**src/gfm_pkg.sv**
```systemverilog
// Shared types and constants for the grid flag map block.
package gfm_pkg;

    localparam int CMD_W      = 3;
    localparam int IN_COORD_W = 8;
    localparam int COORD_W    = 7;
    localparam int SEL_W      = 2;
    localparam int WORD_W     = 32;
    localparam int CFG_IDX_W  = 1;
    localparam int CFG_DATA_W = 7;

    localparam int SEEN_BIT   = 0;
    localparam int TUNNEL_BIT = 3;

    localparam logic [CMD_W-1:0] CMD_SET_BIT = 3'd0;
    localparam logic [CMD_W-1:0] CMD_READ    = 3'd1;
    localparam logic [CMD_W-1:0] CMD_WRITE   = 3'd2;
    localparam logic [CMD_W-1:0] CMD_OR      = 3'd3;
    localparam logic [CMD_W-1:0] CMD_RECOMP  = 3'd4;
    localparam logic [CMD_W-1:0] CMD_CLEAR   = 3'd5;

    localparam logic [CFG_IDX_W-1:0] CFG_WIDTH  = 1'd0;
    localparam logic [CFG_IDX_W-1:0] CFG_HEIGHT = 1'd1;

    typedef enum logic [2:0] {
        ST_IDLE,
        ST_MODIFY,
        ST_SCAN,
        ST_DRAIN,
        ST_CLEAR
    } t_state;

    // Bounding box update request: clear resets to the map size, widen grows to (x, y).
    typedef struct packed {
        logic               clear;
        logic               widen;
        logic [COORD_W-1:0] x;
        logic [COORD_W-1:0] y;
    } t_box_ctrl;

endpackage

```
**src/gfm_box.sv**
```systemverilog
// Bounding box registers of seen cells.
module gfm_box
    import gfm_pkg::*;
(
    input  logic               i_clk,
    input  logic               i_rst_n,
    input  t_box_ctrl          i_ctrl,
    input  logic [COORD_W-1:0] i_width,
    input  logic [COORD_W-1:0] i_height,
    output logic [COORD_W-1:0] o_left,
    output logic [COORD_W-1:0] o_top,
    output logic [COORD_W-1:0] o_right,
    output logic [COORD_W-1:0] o_bottom
);

    logic [COORD_W-1:0] r_left, r_top, r_right, r_bottom;
    logic [COORD_W-1:0] n_left, n_top, n_right, n_bottom;

    always_comb begin
        n_left   = r_left;
        n_top    = r_top;
        n_right  = r_right;
        n_bottom = r_bottom;
        if (i_ctrl.clear) begin
            n_left   = i_width;
            n_top    = i_height;
            n_right  = '0;
            n_bottom = '0;
        end else if (i_ctrl.widen) begin
            if (i_ctrl.x <= r_left)   n_left   = i_ctrl.x;
            if (i_ctrl.x >= r_right)  n_right  = i_ctrl.x;
            if (i_ctrl.y <= r_top)    n_top    = i_ctrl.y;
            if (i_ctrl.y >= r_bottom) n_bottom = i_ctrl.y;
        end
    end

    always_ff @(posedge i_clk) begin
        if (!i_rst_n) begin
            r_left   <= '0;
            r_top    <= '0;
            r_right  <= '0;
            r_bottom <= '0;
        end else begin
            r_left   <= n_left;
            r_top    <= n_top;
            r_right  <= n_right;
            r_bottom <= n_bottom;
        end
    end

    assign o_left   = r_left;
    assign o_top    = r_top;
    assign o_right  = r_right;
    assign o_bottom = r_bottom;

endmodule

```
**config.mk**
```make
export PLATFORM = sky130hd
export DESIGN_NAME = gfm_box
export DESIGN_NICKNAME = d
export VERILOG_FILES = /design/src/gfm_pkg.sv /design/src/gfm_box.sv
export SDC_FILE = /design/constraint.sdc
export NUM_CORES = 1
export LEC_CHECK = 0
export BUFFER_PORTS_ARGS = -buffer_cell sky130_fd_sc_hd__buf_2
export CAP_MARGIN = 20
export CORE_MARGIN = 8
export CORE_UTILIZATION = 43
export DETAILED_ROUTE_END_ITERATION = 8
export PLACE_DENSITY = 0.81
export SKIP_LAST_GASP = 1
export SYNTH_ARGS = -nofsm -noshare
export SYNTH_HDL_FRONTEND = slang
export SYNTH_SLANG_ARGS = --single-unit
```
**constraint.sdc**
```tcl
create_clock -name i_clk -period 4.41 [get_ports i_clk]
set_clock_uncertainty 0.15 [all_clocks]
set_input_delay 0.2205 -clock i_clk [delete_from_list [all_inputs] [get_ports i_clk]]
set_output_delay 0.2205 -clock i_clk [all_outputs]
set_load 0.05 [all_outputs]
```
==> flow_summary.ini, run 1 <==
[power_and_ir_drop]
power_density_nw_per_um2 = 304
peakVddDrop_mv = 0.113
p_leak_nw = 1.22

[layout]
antenna_cells = 0
n_fill_cell = 428
nNetsFinal = 332
drive_above_1_share = 0.244
area_growth_pct = 19.4

[yosys]
synth_compound_area_frac = 0.148
yosysWarnings = 0
synth_top_family_by_area = adder cells
synthMuxAreaShare = 0.138
ys_seq_elements = 28
synthAdderAreaFrac = 0.185
synth_edf_count = 0
synth_area_leader_cell = dfxtp_1
post_synth_xor_area_fraction = 0
syn_area_um2 = 1890
synth.area.top_cells = dfxtp_1 30%, ha_1 19%, mux2i_1 14%, nand2_1 8.3%, o211a_1 7.4%
ys_seq_area_frac = 0.296
synth_flop_cell = dfxtp_1
synthArstFlopShare = 0
synth_fp_nets = 276
synthDistinctLibCells = 21
synthSimpleGateAreaFrac = 0.154
synth_cells = 216
syn_area_per_cell_um2 = 8.75
synth_top_area_frac = 0.296

[min_path]
min_path_type = input pin to register
worstHoldPathCells = 3

[grt]
overflow = 0
grt_first_pass_wirelength_um = 7490
antenna_found_initial = 0
grt_pass1_vias = 1707
grt_max_degree = 29
gr-usage-all-layers = 0.139

[critical_path]
criticalPathCategory = register to register
cp.required_ns = 4.44
start_kind = register
r2r_cells = 7
crit_path_end = o_left[0]$_SDFFE_PN0P_
r2r_end = o_left[0]$_SDFFE_PN0P_
cp-startpoint = o_left[4]$_SDFFE_PN0P_
crit_arrival_ns = 2.20
critPathMaxFanout = 14
worstReg2RegStart = o_left[4]$_SDFFE_PN0P_
rrSetupSlack_ns = 2.23
worstSetupEndpointType = register

[die]
dieArea_um2 = 6770
ios = 60
core_um2 = 4290
die_h_um = 82.3
start_util = 0.440
die-width_um = 82.3
num_rows = 24

[clock_tree]
clock_sinks = 28
cts_max_level = 1
cts.hold.buffers_added = 0
ctsResizeCount = 0
cts_tree = built
cts_buffers = 3
clock_path_buffers = 2
post_cts.repair.setup_buffers = 0
cts-root-buf = clkbuf_8
clkLatencyLatePin_ns = 0.27
clkSlewWorstSetupHoldPaths_ns = 0.10

[sta]
finalSetupViolCount = 0
period_needed_ns = 2.18
rsz0062_at_grt = false
final-hold-violation-count = 0
setup_tns_ns = 0
min_period_over_period = 0.493
fin_ws_ns = 2.23
slew-limit-headroom = 0.312
slew_viol_final = 0
fmax_mhz = 460
tightest_slew_ns = 1.03

[detailed_routing]
vias = 1652
drtPass1Iterations = 4
routed_wirelength_um = 4640
post-route-drc-count = 0
postRouteAntennaNets = 0
first_iter_violations = 76
wire_per_inst_um = 14.4
via_per_inst = 5.11

[run]
drv_cap = 0

[placed_design]
dp_hpwl_um = 3680
routabilityCongestion = 0.773
port_buffers = 59
place_ws_ns = 2.26

[outcome]
status = finished clean
[state kept, by name (all words and copies together) (netlist names)]
signal / flops
o_bottom: 7
o_right: 7
o_top: 7
o_left: 7
[stage by stage]
step,instances,hold slack (ns),utilization,cell area (um^2),power (W)
6_report,323,0.0505,0.526,2260,0.000686
3_5_place_dp,319,0.319,0.513,2200,0.000531
2_1_floorplan,216,0.204,-,1890,0.000470
5_1_grt,323,0.0562,0.526,2260,0.000725
3_3_place_gp,319,0.307,0.513,2200,0.000523
4_1_cts,323,0.0461,0.526,2260,0.000694
[cell usage in the layout, fill, tap and decap left out]
cell type and instances:
a211o_1 2, a21o_1 2, a21oi_1 8, a311o_1 2
buf_2 59, clkbuf_8 4, dfxtp_1 28, ha_1 28
inv_1 26, mux2i_1 26, nand2_1 42, nand2b_1 2
nand3_1 6, nand3b_1 2, nand4_1 8, nor2_1 5
nor2b_2 1, o211a_1 14, o211ai_1 4, o21ai_2 2
[worst max-delay path: stages (launching register included)]
cell and delay [ns]:
dfxtp_1 0.37, inv_1 0.06, ha_1 0.29, a211o_1 0.30, o211ai_1 0.09, a311o_1 0.51, o211ai_1 0.17, o211a_1 0.15
[how the worst min path moves through the flow]
stage / start / to / slack, ns
finish: i_ctrl[7] / o_right[0]$_SDFFE_PP0P_ / 0.05
global route: i_ctrl[7] / o_right[0]$_SDFFE_PP0P_ / 0.06
CTS: i_ctrl[7] / o_right[0]$_SDFFE_PP0P_ / 0.05
detailed placement: o_bottom[4]$_SDFFE_PP0P_ / o_bottom[4]$_SDFFE_PP0P_ / 0.32
global placement: o_bottom[4]$_SDFFE_PP0P_ / o_bottom[4]$_SDFFE_PP0P_ / 0.31
floorplan: i_rst_n / o_left[3]$_SDFFE_PN0P_ / 0.20
[logic make-up (layout without fill, tap and decap cells)]
kind of cell,count (synthesis),count (layout)
flops,28,28
simple gates,66,66
buf+inv,34,89
mux,26,26
fa+ha+maj,28,28
compound gates,34,34
[power breakdown]
group	switching (W)	leakage (nW)	internal, W	total [W]
clock network	0.0000823	0.0288	0.0000800	0.000162
logic	0.000156	0.966	0.0000815	0.000237
registers	0.0000143	0.230	0.000272	0.000286
total	0.000252	1.22	0.000434	0.000686
[cell usage after synthesis, types with 2 or more instances]
| master | count |
|---|---|
| nand3b_1 | 2 |
| o21ai_2 | 2 |
| inv_1 | 26 |
| a311o_1 | 2 |
| buf_6 | 2 |
| buf_2 | 5 |
| mux2i_1 | 26 |
| a211o_1 | 2 |
| a21oi_1 | 8 |
| o211ai_1 | 4 |
| nor2_1 | 5 |
| nand2b_1 | 2 |
| nand4_1 | 8 |
| nand2_1 | 42 |
| nand3_1 | 6 |
| dfxtp_1 | 28 |
| o211a_1 | 14 |
| a21o_1 | 2 |
| ha_1 | 28 |
[layer usage]
layer  part of all wire  track usage  vias up
li1                   -            -      862
met1               0.43        0.156      758
met2               0.49        0.248       30
met3              0.071       0.0303        2
met4             0.0086       0.0526        0
met5                  0            0        -
[final cells by class]
type	instances	area [um^2]	area share
Inverter	26	97.6	0.0432
Clock buffer	4	55.1	0.0244
Multi-Input combinational cell	154	1180	0.524
Timing Repair Buffer	59	295	0.131
Tap cell	52	65.1	0.0288
Sequential cell	28	561	0.248
Power figures use the tool's default switching activity.
==> run 2: changes to the inputs <==
--- a/config.mk
+++ b/config.mk
@@ -5,12 +5,13 @@
 export SDC_FILE = /design/constraint.sdc
 export NUM_CORES = 1
 export LEC_CHECK = 0
+export ABC_AREA = 1
 export BUFFER_PORTS_ARGS = -buffer_cell sky130_fd_sc_hd__buf_2
 export CAP_MARGIN = 20
 export CORE_MARGIN = 8
 export CORE_UTILIZATION = 43
 export DETAILED_ROUTE_END_ITERATION = 8
-export PLACE_DENSITY = 0.81
+export PLACE_DENSITY = 0.82
 export SKIP_LAST_GASP = 1
 export SYNTH_ARGS = -nofsm -noshare
 export SYNTH_HDL_FRONTEND = slang
==> constraint.sdc (replaced) <==
create_clock -name i_clk -period 2 [get_ports i_clk]
set_clock_uncertainty 0.15 [all_clocks]
set_input_delay 0.1 -clock i_clk [delete_from_list [all_inputs] [get_ports i_clk]]
set_output_delay 0.1 -clock i_clk [all_outputs]
set_load 0.05 [all_outputs]
==> flow_summary.ini, run 2 <==
[outcome]
status = finished clean

[min_path]
min_path_type = input pin to register

[clock_tree]
clock_sinks = 28
cts_max_level = 1
post_cts.repair.setup_buffers = 0
cts-root-buf = clkbuf_8
clkLatencyLatePin_ns = 0.28
cts_tree = built
cts_buffers = 3
clkSlewWorstSetupHoldPaths_ns = 0.10
clock_path_buffers = 2

[yosys]
synth_compound_area_frac = 0.0959
syn_area_per_cell_um2 = 6.59
synth_cells = 325
synth_area_leader_cell = dfxtp_1
synth_flop_cell = dfxtp_1
synthMuxAreaShare = 0.0281
synth_top_family_by_area = simple AND/OR/NAND/NOR gates
synthAdderAreaFrac = 0.164
ys_seq_area_frac = 0.262
yosysWarnings = 0
synth_common_cells = 75 x nand2_1, 52 x nor2_1, 51 x inv_1
synthDistinctLibCells = 17
synth_edf_count = 0
synthArstFlopShare = 0
synth.area.top_cells = dfxtp_1 26%, ha_1 16%, nand2_1 13%, a21oi_1 9.4%, nor2_1 9.1%
ys_seq_elements = 28
synth_fp_nets = 385
yosys.cell_count.top_type = nand2_1
synthSimpleGateAreaFrac = 0.310
synth_top_area_frac = 0.262
post_synth_xor_area_fraction = 0
syn_area_um2 = 2140

[grt]
overflow = 0
grt_first_pass_wirelength_um = 8960
grt_pass1_vias = 2083
gr-usage-all-layers = 0.145
grt_max_degree = 29
antenna_found_initial = 0

[die]
num_rows = 25
start_util = 0.450
die_h_um = 86.6
dieArea_um2 = 7490
core_um2 = 4750
ios = 60
die-width_um = 86.6

[run]
drv_cap = 0

[placed_design]
place_area_um2 = 2450
dp_hpwl_um = 4350
routabilityCongestion = 0.820
port_buffers = 59

[detailed_routing]
routed_wirelength_um = 5430
postRouteAntennaNets = 0
wire_per_inst_um = 12.0
post-route-drc-count = 0
via_per_inst = 4.83
drtPass1Iterations = 4
vias = 2179
first_iter_violations = 81

[layout]
n_fill_cell = 492
antenna_cells = 0
area_growth_pct = 21.0
mostFrequentLayoutCell = nand2_1
nNetsFinal = 445
drive_above_1_share = 0.214
final_cell_area_um2 = 2590
final_cell_mix = 72 x nand2_1, 59 x buf_2, 52 x nor2_1

[sta]
slew_viol_final = 0
setup_tns_ns = 0
slew-limit-headroom = 0.780
final-hold-violation-count = 0
period_needed_ns = 1.83
fmax_mhz = 548
finalSetupViolCount = 0
min_period_over_period = 0.913
rsz0062_at_grt = false
tightest_slew_ns = 0.329

[critical_path]
worstSetupEndpointType = register
criticalPathCategory = input pin to register
critPathMaxFanout = 14
cp.required_ns = 2.03
start_kind = input pin
crit_arrival_ns = 1.85

[power_and_ir_drop]
peakVddDrop_mv = 0.585
p_leak_nw = 1.43
power_density_nw_per_um2 = 696
run 2: layer usage:
| metal | wire, um | track usage |
|---|---|---|
| met5 | 0 | 0 |
| met4 | 70 | 0.0329 |
| met3 | 316 | 0.0435 |
| met2 | 2620 | 0.267 |
| met1 | 2420 | 0.158 |
run 2: cells by family after synthesis:
logic type	count (synthesis)
buffers and inverters	65
DFF	28
muxes	6
AOI/OAI and AO/OA	41
adders and majority gates	28
and+or+nand+nor	157
run 2: critical path: stages:
cell and delay, ns:
dlygate4sd3_1 0.53, buf_2 0.16, ha_1 0.29, nand2_1 0.07
inv_1 0.04, a21oi_1 0.13, nand2_1 0.07, nand2_2 0.22
nand3_1 0.11, nand2_1 0.08, nor2_1 0.04
run 2: report_power, final:
part	total [W]	internal (W)	switching, W	leakage [nW]
Sequential	0.000644	0.000609	0.0000354	0.233
Combinational	0.000705	0.000230	0.000475	1.16
Clock	0.000453	0.000268	0.000185	0.0357
run 2: final cells by class:
type / instances / area [um^2] / share of cell area
flip-flops and latches: 28 / 567 / 0.219
clock buffers: 3 / 41.3 / 0.0159
multi-input cells: 232 / 1290 / 0.499
repair buffers: 69 / 385 / 0.149
well taps: 67 / 83.8 / 0.0324
clock inverters: 1 / 30.0 / 0.0116
inverters: 51 / 191 / 0.0739
run 2: repair_timing:
item                       in CTS  in global routing
setup endpoints to repair       0                 20
hold buffers                    6                  0
gates resized for setup         0                  4
hold endpoints to repair        6                  0
run 2: metrics by stage:
stage / util / worst slack (ns) / power, W / hold WS (ns) / std cells
floorplan: - / 0.00155 / 0.00120 / 0.0708 / 325
global placement: 0.514 / 0.134 / 0.00133 / 0.255 / 441
detailed placement: 0.514 / 0.0997 / 0.00135 / 0.268 / 441
CTS: 0.542 / 0.0274 / 0.00182 / 0.0173 / 451
global route: 0.545 / 0.0581 / 0.00193 / 0.0453 / 451
finish: 0.545 / 0.174 / 0.00180 / 0.0169 / 451
run 2: final timing paths:
path | from | end | slack [ns] | cells after the start
setup reg to reg | o_top[6]$_SDFFE_PN0P_ | o_top[1]$_SDFFE_PN0P_ | 0.23 | 9
setup / recovery | i_ctrl[5] | o_top[1]$_SDFFE_PN0P_ | 0.17 | 11
hold reg to reg | o_top[4]$_SDFFE_PN0P_ | o_top[4]$_SDFFE_PN0P_ | 0.36 | 2
hold / removal | i_width[0] | o_left[0]$_SDFFE_PN0P_ | 0.02 | 5
